**config.mk**
```make
export PLATFORM = sky130hd
export DESIGN_NAME = i2c_register_master_top
export DESIGN_NICKNAME = d
export VERILOG_FILES = /design/src/i2c_rm_pkg.sv /design/src/i2c_register_master_top.sv
export SDC_FILE = /design/constraint.sdc
export NUM_CORES = 1
export LEC_CHECK = 0
export BUFFER_PORTS_ARGS = -buffer_cell sky130_fd_sc_hd__buf_2
export CELL_PAD_IN_SITES_DETAIL_PLACEMENT = 0
export CELL_PAD_IN_SITES_GLOBAL_PLACEMENT = 1
export CORE_MARGIN = 2
export CORE_UTILIZATION = 50
export CTS_CLUSTER_DIAMETER = 120
export DETAILED_ROUTE_END_ITERATION = 12
export PLACE_DENSITY_LB_ADDON = 0.1
export RECOVER_POWER = 50
export SETUP_SLACK_MARGIN = 0.5
export SYNTH_ARGS = -nofsm -noshare
export SYNTH_HDL_FRONTEND = slang
export SYNTH_SLANG_ARGS = --single-unit
export TNS_END_PERCENT = 1
```
**constraint.sdc**
```tcl
create_clock -name clk -period 9.8 [get_ports clk]
set_input_delay 2.94 -clock clk [delete_from_list [all_inputs] [get_ports clk]]
set_output_delay 2.94 -clock clk [all_outputs]
set_load 0.02 [all_outputs]
```
**src/i2c_rm_pkg.sv**
```systemverilog
// package for the i2c register master: commands, phases, constants
`default_nettype none
package i2c_rm_pkg;
	localparam int unsigned DELAY_W = 16;
	localparam logic [DELAY_W-1:0] DELAY_RESET = 16'd10;

	typedef enum logic [2:0] {
		CMD_TICK  = 3'd0,
		CMD_WRITE = 3'd1,
		CMD_RD1   = 3'd2,
		CMD_RD2   = 3'd3,
		CMD_RD6   = 3'd4
	} cmd_t;

	typedef enum logic [4:0] {
		PH_IDLE = 5'd0,
		PH_ST0 = 5'd1, PH_ST1 = 5'd2, PH_ST2 = 5'd3, PH_ST3 = 5'd4,
		PH_ST4 = 5'd5, PH_ST5 = 5'd6, PH_ST6 = 5'd7, PH_ST7 = 5'd8,
		PH_TXL = 5'd9, PH_TXH = 5'd10,
		PH_TA0 = 5'd11, PH_TA1 = 5'd12, PH_TA2 = 5'd13,
		PH_RXL = 5'd14, PH_RXH = 5'd15,
		PH_MA0 = 5'd16, PH_MA1 = 5'd17, PH_MA2 = 5'd18, PH_MA3 = 5'd19,
		PH_SP0 = 5'd20, PH_SP1 = 5'd21, PH_SP2 = 5'd22, PH_SP3 = 5'd23,
		PH_SP4 = 5'd24, PH_SP5 = 5'd25
	} phase_t;
endpackage
`default_nettype wire

```
**src/i2c_register_master_top.sv**
```systemverilog
// i2c register master: tick-driven bus sequencer with registered result
//
// usage: the input channel (in_valid/in_ready) carries one item per
// transaction: a tick (command 0) or a start command (1..4). a start is
// taken only while idle; a start while busy is dropped without effect.
// every accepted item yields exactly one result on the output channel
// (out_valid/out_ready): line levels, busy, done and the read words.
// delay_ticks is written through cfg_we/cfg_data; the user must do so
// only while idle, which the block does not enforce; 0 acts as 1.
// a result is valid in the cycle after acceptance. throughput: one
// item per cycle while results are taken; the sequencer state and the
// result register update in the same edge, so the single-entry output
// register sets the rate. when the receiver stalls, the result is held
// and in_ready falls until taken (in_ready = !out_valid | out_ready).
// at reset the sequencer's line state is high, it is idle and no result is pending.
`default_nettype none
module i2c_register_master_top
	import i2c_rm_pkg::*;
(
	input  wire logic               clk,
	input  wire logic               arst_n,
	input  wire logic               cfg_we,
	input  wire logic [DELAY_W-1:0] cfg_data,
	input  wire logic               in_valid,
	output logic                    in_ready,
	input  wire logic [2:0]         command,
	input  wire logic [6:0]         device_address,
	input  wire logic [7:0]         register_address,
	input  wire logic [7:0]         write_data,
	input  wire logic               sda_in,
	output logic                    out_valid,
	input  wire logic               out_ready,
	output logic                    scl_level,
	output logic                    sda_release,
	output logic                    busy_res,
	output logic                    done_res,
	output logic signed [15:0]      first_word,
	output logic signed [15:0]      second_word
);
	logic [DELAY_W-1:0] delay_ticks_q, delay_cnt_q, delay_cnt_d;
	phase_t             phase_q, phase_d;
	logic [3:0]         bit_cnt_q, bit_cnt_d, byte_idx_q, byte_idx_d;
	logic [7:0]         shift_q, shift_d;
	logic [2:0]         lcmd_q;
	logic [6:0]         ldev_q;
	logic [7:0]         lreg_q, ldata_q;
	logic [15:0]        word_a_q, word_a_d, word_b_q, word_b_d;
	logic               scl_q, scl_d, sda_q, sda_d;
	logic               accept, is_start, done_d;
	logic [2:0]         lcmd_d;
	logic [6:0]         ldev_d;
	logic [7:0]         lreg_d, ldata_d;

	function automatic logic [3:0] nrecv_of(input logic [2:0] c);
		unique case (c)
			CMD_RD1: nrecv_of = 4'd1;
			CMD_RD2: nrecv_of = 4'd2;
			CMD_RD6: nrecv_of = 4'd6;
			default: nrecv_of = 4'd0;
		endcase
	endfunction

	assign in_ready = !out_valid || out_ready;
	assign accept   = in_valid && in_ready;
	assign is_start = (command == CMD_WRITE) || (command == CMD_RD1) ||
		(command == CMD_RD2) || (command == CMD_RD6);

	// sequencer next state, one step per accepted item
	always_comb begin
		logic [DELAY_W-1:0] unit;
		logic [3:0]         nrecv, bi, k;
		logic [7:0]         b;
		logic               adv, nxt;
		phase_t             ent;
		logic               do_ent;
		unit = (delay_ticks_q == '0) ? DELAY_W'(1) : delay_ticks_q;
		phase_d = phase_q; delay_cnt_d = delay_cnt_q; bit_cnt_d = bit_cnt_q;
		byte_idx_d = byte_idx_q; shift_d = shift_q; word_a_d = word_a_q;
		word_b_d = word_b_q; scl_d = scl_q; sda_d = sda_q; done_d = 1'b0;
		lcmd_d = lcmd_q; ldev_d = ldev_q; lreg_d = lreg_q; ldata_d = ldata_q;
		adv = 1'b0; nxt = 1'b0; ent = PH_IDLE; do_ent = 1'b0;
		b = '0; k = '0; nrecv = '0; bi = '0;
		if (is_start) begin
			if (phase_q == PH_IDLE) begin
				lcmd_d = command; ldev_d = device_address;
				lreg_d = register_address; ldata_d = write_data;
				word_a_d = '0; word_b_d = '0; byte_idx_d = '0;
				delay_cnt_d = '0; nxt = 1'b1;
			end
		end else if (phase_q != PH_IDLE) begin
			if (delay_cnt_q + DELAY_W'(1) >= unit) begin
				delay_cnt_d = '0; adv = 1'b1;
			end else begin
				delay_cnt_d = delay_cnt_q + DELAY_W'(1);
			end
		end
		// one bus unit ends
		if (adv) begin
			unique case (phase_q)
				PH_ST7, PH_MA3: begin
					byte_idx_d = byte_idx_q + 4'd1; nxt = 1'b1;
				end
				PH_TA2: begin
					scl_d = 1'b0; byte_idx_d = byte_idx_q + 4'd1; nxt = 1'b1;
				end
				PH_TXH: begin
					shift_d = {shift_q[6:0], 1'b0};
					bit_cnt_d = bit_cnt_q + 4'd1;
					ent = (bit_cnt_q + 4'd1 >= 4'd8) ? PH_TA0 : PH_TXL;
					do_ent = 1'b1;
				end
				PH_RXH: begin
					b = {shift_q[6:0], sda_in};
					shift_d = b;
					bit_cnt_d = bit_cnt_q + 4'd1;
					if (bit_cnt_q + 4'd1 >= 4'd8) begin
						k = byte_idx_q - 4'd5;
						if (lcmd_q == CMD_RD1) begin
							if (k == 4'd0) word_a_d = {8'd0, b};
						end else begin
							if (k == 4'd0) word_a_d[15:8] = b;
							else if (k == 4'd1) word_a_d[7:0] = b;
							else if (k == 4'd4) word_b_d[15:8] = b;
							else if (k == 4'd5) word_b_d[7:0] = b;
						end
						scl_d = 1'b0; ent = PH_MA0;
					end else begin
						ent = PH_RXL;
					end
					do_ent = 1'b1;
				end
				PH_SP5: begin
					phase_d = PH_IDLE; done_d = 1'b1;
				end
				PH_IDLE: phase_d = PH_IDLE;
				default: begin
					ent = phase_t'(phase_q + 5'd1); do_ent = 1'b1;
				end
			endcase
		end
		// begin the next item of the transaction
		if (nxt) begin
			bi = byte_idx_d;
			unique case (lcmd_d)
				CMD_RD1: nrecv = 4'd1;
				CMD_RD2: nrecv = 4'd2;
				CMD_RD6: nrecv = 4'd6;
				default: nrecv = 4'd0;
			endcase
			bit_cnt_d = '0; do_ent = 1'b1;
			if (lcmd_d == CMD_WRITE) begin
				if (bi == 4'd0) ent = PH_ST0;
				else if (bi <= 4'd3) ent = PH_TXL;
				else ent = PH_SP0;
			end else begin
				if (bi == 4'd0 || bi == 4'd3) ent = PH_ST0;
				else if (bi <= 4'd4) ent = PH_TXL;
				else if ({1'b0, bi} < 5'd5 + {1'b0, nrecv}) ent = PH_RXL;
				else ent = PH_SP0;
			end
			if (ent == PH_TXL) begin
				if (bi == 4'd1) shift_d = {ldev_d, 1'b0};
				else if (bi == 4'd2) shift_d = lreg_d;
				else if (bi == 4'd4) shift_d = {ldev_d, 1'b1};
				else shift_d = ldata_d;
			end else if (ent == PH_RXL) begin
				shift_d = '0;
			end
		end
		// line levels on entering a phase
		if (do_ent) begin
			phase_d = ent;
			unique case (ent)
				PH_ST2, PH_ST3: begin scl_d = 1'b1; sda_d = 1'b1; end
				PH_ST4, PH_ST5: sda_d = 1'b0;
				PH_ST6, PH_ST7: scl_d = 1'b0;
				PH_TXL: begin scl_d = 1'b0; sda_d = shift_d[7]; end
				PH_TXH, PH_TA2, PH_RXH, PH_MA2: scl_d = 1'b1;
				PH_TA0, PH_MA0, PH_MA3: scl_d = 1'b0;
				PH_TA1: sda_d = 1'b1;
				PH_RXL: begin scl_d = 1'b0; sda_d = 1'b1; end
				PH_MA1: sda_d = (byte_idx_d == 4'd4 + nrecv_of(lcmd_d));
				PH_SP0, PH_SP1: begin scl_d = 1'b0; sda_d = 1'b0; end
				PH_SP2, PH_SP3: scl_d = 1'b1;
				PH_SP4, PH_SP5: sda_d = 1'b1;
				default: ;
			endcase
		end
	end

	// configuration register
	always_ff @(posedge clk or negedge arst_n) begin
		if (!arst_n) delay_ticks_q <= DELAY_RESET;
		else if (cfg_we) delay_ticks_q <= cfg_data;
	end

	// sequencer state
	always_ff @(posedge clk or negedge arst_n) begin
		if (!arst_n) begin
			phase_q <= PH_IDLE; delay_cnt_q <= '0; bit_cnt_q <= '0;
			byte_idx_q <= '0; shift_q <= '0; lcmd_q <= '0; ldev_q <= '0;
			lreg_q <= '0; ldata_q <= '0; word_a_q <= '0; word_b_q <= '0;
			scl_q <= 1'b1; sda_q <= 1'b1;
		end else if (accept) begin
			phase_q <= phase_d; delay_cnt_q <= delay_cnt_d; bit_cnt_q <= bit_cnt_d;
			byte_idx_q <= byte_idx_d; shift_q <= shift_d; lcmd_q <= lcmd_d;
			ldev_q <= ldev_d; lreg_q <= lreg_d; ldata_q <= ldata_d;
			word_a_q <= word_a_d; word_b_q <= word_b_d;
			scl_q <= scl_d; sda_q <= sda_d;
		end
	end

	// result register
	always_ff @(posedge clk or negedge arst_n) begin
		if (!arst_n) out_valid <= 1'b0;
		else if (accept) out_valid <= 1'b1;
		else if (out_ready) out_valid <= 1'b0;
	end

	always_ff @(posedge clk) begin
		if (accept) begin
			scl_level   <= scl_d;
			sda_release <= sda_d;
			busy_res    <= (phase_d != PH_IDLE);
			done_res    <= done_d;
			first_word  <= done_d ? word_a_d : 16'sd0;
			second_word <= done_d ? word_b_d : 16'sd0;
		end
	end

	// a done result always reports an idle sequencer
	a_done_idle: assert property (@(posedge clk) disable iff (!arst_n)
		out_valid && done_res |-> !busy_res) else $error("done while busy");
	// a stalled result is held
	a_hold: assert property (@(posedge clk) disable iff (!arst_n)
		out_valid && !out_ready |=> out_valid && $stable(done_res))
		else $error("result dropped");
	// bit counter never passes one byte
	a_cnt: assert property (@(posedge clk) disable iff (!arst_n)
		bit_cnt_q <= 4'd8) else $error("bit count overrun");
endmodule
`default_nettype wire
```
## Word-level counts from Yosys, hierarchy flattened

Cells that the tools add are included.

- Register bits after elaboration: 150
- Output and inout bits: 38
- Logic and storage cells: 198

- $add $sub $neg: 7
- $lt $le $gt $ge: 5
- Equality and inequality tests: 49
- Mux-type cells: 89
- Reductions and logical operators: 27

Operators with widths:

| cell | count |
|---|---|
| two-way mux 16 bit | 20 |
| two-way mux 8 bit | 17 |
| == test 5 x 4 -> 1 bit, second input constant | 14 |
| two-way mux 5 bit | 13 |
| == test 5 bit, second input constant | 12 |
| two-way mux 4 bit | 10 |
| == test 5 x 3 -> 1 bit, second input constant | 4 |
| two-way mux 1 bit | 18 |
| adder 16 x 1 -> 16 bit, second input constant | 1 |
| >= comparator 16 bit | 1 |
| zero test 16 bit | 1 |
| one-hot mux 8 bit (2 select lines) | 1 |
| == test 3 x 2 -> 1 bit, second input constant | 5 |
| one-hot mux 5 bit (3 select lines) | 1 |
| two-way mux 7 bit | 2 |
| == test 4 x 3 -> 1 bit, second input constant | 3 |
| nonzero test 5 bit | 2 |
| one-hot mux 3 bit (3 select lines) | 1 |
| OR reduction 9 bit | 1 |
| adder 4 x 1 -> 4 bit, second input constant | 2 |
| == test 4 x 1 -> 1 bit, second input constant | 2 |
| == test 4 x 2 -> 1 bit, second input constant | 2 |
| zero test 4 bit | 2 |
| nonzero test 2 bit | 4 |
| 28 further kinds | 38 |

## Depth between registers and ports, before layout

- Depth after elaboration: 23
- Depth in mapped cells: 28
- Mapped depth without buffers: 26

## Least setup slack after synthesis

OpenSTA, ideal clock, no wires.

- Kind: input to register
- Start point: in command[2]
- End point: reg scl_level (data pin)
- Library setup time: 0.262 ns
- Arrival: 6.467 ns
- Slack: 3.070 ns
- Stages on the path: 19
- Path buffers: 1
- Path through: or3_1 and3_1 buf_2 nor4bb_1 a31oi_1 and2_1 ha_1 inv_1 ha_1 nor2b_1 o21a_1 o21ai_0 and3_1 a21boi_0 a31o_1 or4_1 nand4_1 o211a_1 nand2_1

- Word-level cells in the longest chain between the ends: 20
- Elaborated cells on any way between the ends: 62
- Those cells by class: add/sub: 1; order compare: 3; eq/ne: 26; mux: 25; reduce/logical: 7

Ends and longest elaborated chain:

| element | RTL line | RTL |
|---|---|---|
| start: declaration | i2c_register_master_top.sv:26 | `input wire logic [2:0] command,` |
| == test 3 x 1 -> 1 bit or == test 3 x 2 -> 1 bit (tied branches) | i2c_register_master_top.sv:65 | `assign is_start = (command == CMD_WRITE) \|\| (command == CMD_RD1) \|\|` |
| logical OR 1 bit (2 in series) | i2c_register_master_top.sv:65 |  |
| logical OR 1 bit | i2c_register_master_top.sv:66 | `(command == CMD_RD2) \|\| (command == CMD_RD6);` |
| two-way mux 3 bit | i2c_register_master_top.sv:83 | `if (is_start) begin` |
| == test 3 bit or == test 3 x 2 -> 1 bit (tied branches) | i2c_register_master_top.sv:144 | `unique case (lcmd_d)` |
| one-hot mux 3 bit (3 select lines) | i2c_register_master_top.sv:144 |  |
| two-way mux 4 bit | i2c_register_master_top.sv:142 | `if (nxt) begin` |
| adder 3 x 4 -> 5 bit | i2c_register_master_top.sv:158 | `else if ({1'b0, bi} < 5'd5 + {1'b0, nrecv}) ent = PH_RXL;` |
| (+3 left out) | n/a |  |
| two-way mux 5 bit | i2c_register_master_top.sv:156 | `if (bi == 4'd0 \|\| bi == 4'd3) ent = PH_ST0;` |
| two-way mux 5 bit | i2c_register_master_top.sv:151 | `if (lcmd_d == CMD_WRITE) begin` |
| two-way mux 5 bit (2 in series) | i2c_register_master_top.sv:142 |  |
| == test 5 bit, or another cell as far along | i2c_register_master_top.sv:173 | `unique case (ent)` |
| OR reduction 9 bit (no source line) or OR reduction 8 bit (tied branches) | n/a |  |
| one-hot mux 1 bit (2 select lines) | i2c_register_master_top.sv:173 |  |
| two-way mux 1 bit (*) | i2c_register_master_top.sv:171 | `if (do_ent) begin` |
| net scl_d | i2c_register_master_top.sv:48 | `logic scl_q, scl_d, sda_q, sda_d;` |
| end signal: assignment | i2c_register_master_top.sv:222 | `scl_level <= scl_d;` |
| end: declaration | i2c_register_master_top.sv:33 | `output logic scl_level,` |

Mark *: on every way through the listed nets, which the timed path passes. The rest lies on a longest branch. The select of a mux whose other input is x is not followed.
A chain may end at the register's enable or synchronous reset.

## Worst setup path after layout

- Start point: in out_ready
- End point: reg delay_cnt_q[10]

- Word-level cells in the longest chain between the ends: 3

Ends and longest elaborated chain:

| element | RTL line | RTL |
|---|---|---|
| start: declaration | i2c_register_master_top.sv:32 | `input wire logic out_ready,` |
| logical OR 1 bit | i2c_register_master_top.sv:63 | `assign in_ready = !out_valid \|\| out_ready;` |
| logical AND 1 bit | i2c_register_master_top.sv:64 | `assign accept = in_valid && in_ready;` |
| AND reduction 3 bit (no source line) | n/a |  |
| end signal: assignment | i2c_register_master_top.sv:205 | `phase_q <= phase_d; delay_cnt_q <= delay_cnt_d; bit_cnt_q <= bit_cnt_d;` |
| end: declaration | i2c_register_master_top.sv:40 | `logic [DELAY_W-1:0] delay_ticks_q, delay_cnt_q, delay_cnt_d;` |

Every way passes these cells.

==> summary.txt <==
Run status
  • Status: complete, but fails checks
  • Failing checks: capacitance limit, slew limit

Timing
  • Relative slew slack: -95.4%
  • RSZ-0062 raised after global routing: no
  • Peak Freq: 0.126 GHz
  • Worst Tran Pin Value: 2.93 ns
  • Clock skew: 0.0200 ns
  • Hold Vio Cnt, Final: 0
  • Setup ws final: 1.87 ns
  • Final Max Tran Viols: 106
  • Fin crit period: 7.93 ns
  • Sum Neg Setup Slack: 0 ns
  • Setup-failing EPs final: 0
  • Crit share post-route: 81.0%
  • Hold slack: 0.482 ns

Floorplanning
  • Die X: 137 um
  • Die area: 0.0188 mm^2
  • Core Rows: 48
  • Ports: 86
  • Initial core utilization: 51.1%
  • Core ar.: 0.0173 mm^2
  • Die Y: 137 um

Min path
  • Hold WC Path Type: flop to flop

Clock tree
  • Root Driver: clkbuf_16
  • Worst-path clk slew: 0.07 ns
  • Clk_lat worst skew: 0.43 ns
  • Cts hold-fix bufs: 0
  • CTS tree: yes
  • Total number of H-tree levels: 4
  • CTS resizes: 0
  • Clock Sinks: 150
  • Cts bufs inserted: 17
  • CTS max path bufs: 2
  • # Post-CTS Setup Buffers: 0

GRT
  • Gr usage total: 24.5%
  • Vias in the first global route: 6,853
  • Initial antenna violation count: 1
  • Largest net degree at the start of global routing: 66
  • Remaining Overflow, GRT: 0
  • First-pass GRT wire length: 35,900 um

Logic synthesis
  • Mapped Area: 0.00884 mm^2
  • EDFF count, synth: 36
  • Yosys top cell area share: 31.1%
  • Synthesis warning total: 0
  • Mapped Nets: 1,018
  • Most frequent cells after synthesis: nand2_1 (149), dfrtp_1 (110), a21oi_1 (55)
  • Post-synthesis register bit count: 150
  • Count leader, synth: nand2_1
  • Gate Count Post-Synth: 936
  • Leading area contributor after synthesis: dfrtp_1
  • Seq/Total Area, Yosys: 44.6%
  • Post-synthesis async set-or-reset flop share: 76.0%
  • Mean Syn Cell Area: 9.44 um^2
  • Count of cell types in the netlist: 84
  • Top_reg_cell synth: dfrtp_1
  • Synth area leaders: dfrtp_1 (31%), edfxtp_1 (12%), nand2_1 (6.3%)

Flow run
  • Max-Cap Viols: 2

Placement
  • I/O Buffers: 85
  • Dpl hpwl: 14,900 um
  • Placer congestion estimate: 0.872
  • DP Worst Slack: 2.22 ns
  • Post-DP Area: 0.00936 mm^2

Setup path
  • CP Buf/Inv Count: 4
  • Slowest cell on crit path: clkbuf_1
  • Critical Path, Cell by Cell: buf_2 -> nand2b_1 -> nand2_1 -> clkbuf_1 -> clkinv_1 -> clkbuf_1 -> nand2b_1 -> or3_1 -> nor2b_1 -> o21ai_0 -> o31ai_1
  • Worst setup SP type: input pin
  • CP delay by family, top: buffers and inverters
  • CP endpoint kind: flop
  • WP data required: 10.14 ns
  • Critical Path Max Stage Delay: 2.08 ns
  • Crit path DAT: 8.28 ns
  • Crit Path Max Fanout: 54
  • R2R Setup Slk: 2.96 ns
  • CP Class: input pin to flop

Cells and area
  • Post-layout net count: 1,072
  • Layout Utilization: 57.0%
  • Layout cells sized above 1: 13.7%
  • Area growth, synth to finish: 11.6%
  • Fill cells: 1,603
  • Design area: 0.00986 mm^2

Drt
  • Routed wire length: 21,700 um
  • DR vias: 7,159
  • Vias per cell: 5.83
  • Drt wl/cell: 17.7 um
  • First-pass DRT Iterations: 5
  • DRT iter0 DRCs: 472
  • Post-route ant nets: 0
  • Number of remaining DRC errors: 0

Power and ir drop
  • LEAKAGE: 4.12 nW
  • PD cells: 216 mW/mm^2
  • Peak supply drop: 0.127 mV
-- area by class of cell --
class                      instances  area (um^2)  area share [%]
multi-input combinational        689         4510            45.8
sequential                       150         3940            39.9
timing repair buffer              92          422            4.28
clock inverter                    13          111            1.13
inverter                          40          150            1.52
antenna                            1         2.50          0.0254
clock buffer                      19          443            4.49
tap                              225          282            2.85
-- logic make-up after synthesis --
group,synth area share (%)
simple gates,18.5
compound gates,18.6
flops,44.6
buf+inv,4.46
mux,6.72
fa+ha+maj,4.81
xor+xnor,2.38
-- final timing paths --
check | from | to | cells after the start
setup reg to reg | delay_cnt_q[2]$_DFFE_PN0P_ | scl_level$_DFFE_PP_ | 23
min in group asynchronous | arst_n | phase_q[2]$_DFFE_PN0P_ | 1
hold reg to reg | word_b_q[15]$_DFFE_PN0P_ | word_b_q[15]$_DFFE_PN0P_ | 2
hold / removal | word_b_q[15]$_DFFE_PN0P_ | word_b_q[15]$_DFFE_PN0P_ | 2
max in group asynchronous | arst_n | ldata_q[2]$_DFFE_PN0P_ | 2
setup / recovery | out_ready | delay_cnt_q[10]$_DFFE_PN0P_ | 11
-- metal layers --
| layer | GRT usage (%) | vias up | part of all wire [%] |
|---|---|---|---|
| met2 | 37.0 | 207 | 45 |
| li1 | - | 3496 | - |
| met5 | 0 | - | 0 |
| met1 | 35.8 | 3434 | 48 |
| met4 | 6.59 | 0 | 1.6 |
| met3 | 5.15 | 22 | 5.4 |
-- state kept, by name, summed over array words and instances (netlist names), 3 cells and up --
register,cells
delay_cnt_q,16
delay_ticks_q,16
first_word,16
second_word,16
word_a_q,16
word_b_q,16
ldata_q,8
lreg_q,8
shift_q,8
ldev_q,7
phase_q,5
bit_cnt_q,4
byte_idx_q,4
lcmd_q,3
-- through the flow --
stage | power (W) | std cells
after detailed placement | 0.00152 | 1196
after global placement | 0.00152 | 1196
after CTS | 0.00215 | 1228
after floorplan | 0.00135 | 936
final | 0.00213 | 1229
after global routing | 0.00228 | 1228
-- where the power goes --
group          switching [W]  internal (W)
Sequential          0.000100      0.000742
Combinational       0.000403      0.000269
Clock               0.000280      0.000338
-- worst min-delay path: cells and delay by family (launching register included) --
kind / cells / cell delay [ns]
AO/OA/AOI/OAI: 1 / 0.06
flip-flops: 1 / 0.34
AND/OR/NAND/NOR: 1 / 0.05
-- cell usage in the layout (no fill, tap or decap), types with 4 or more instances in the layout --
master       n
a22o_1      33
edfxtp_1    36
mux2i_1     23
o211ai_1     4
a21oi_1     55
nand3_1     45
nor2_1      44
or3_1        6
nand4_1      8
dfrtp_1    110
nand2_1    149
nand2b_1    22
a21o_1       5
xor2_1       7
nor3_1      10
o21a_1       9
o21ai_1     17
ha_1        34
inv_6        5
a31oi_1      9
nor2b_1      4
and2_1       7
clkbuf_1    42
o31ai_1      4
inv_1       38
dfstp_2      4
buf_2       46
clkbuf_16   17
and3_1       9
a22oi_1     10
mux2_2      29
buf_4        5
xnor2_1     17
o21ai_0     42
o31a_1       5
o22ai_1      8
nor4_1      11
No activity file was read; power rests on OpenSTA's default activity.
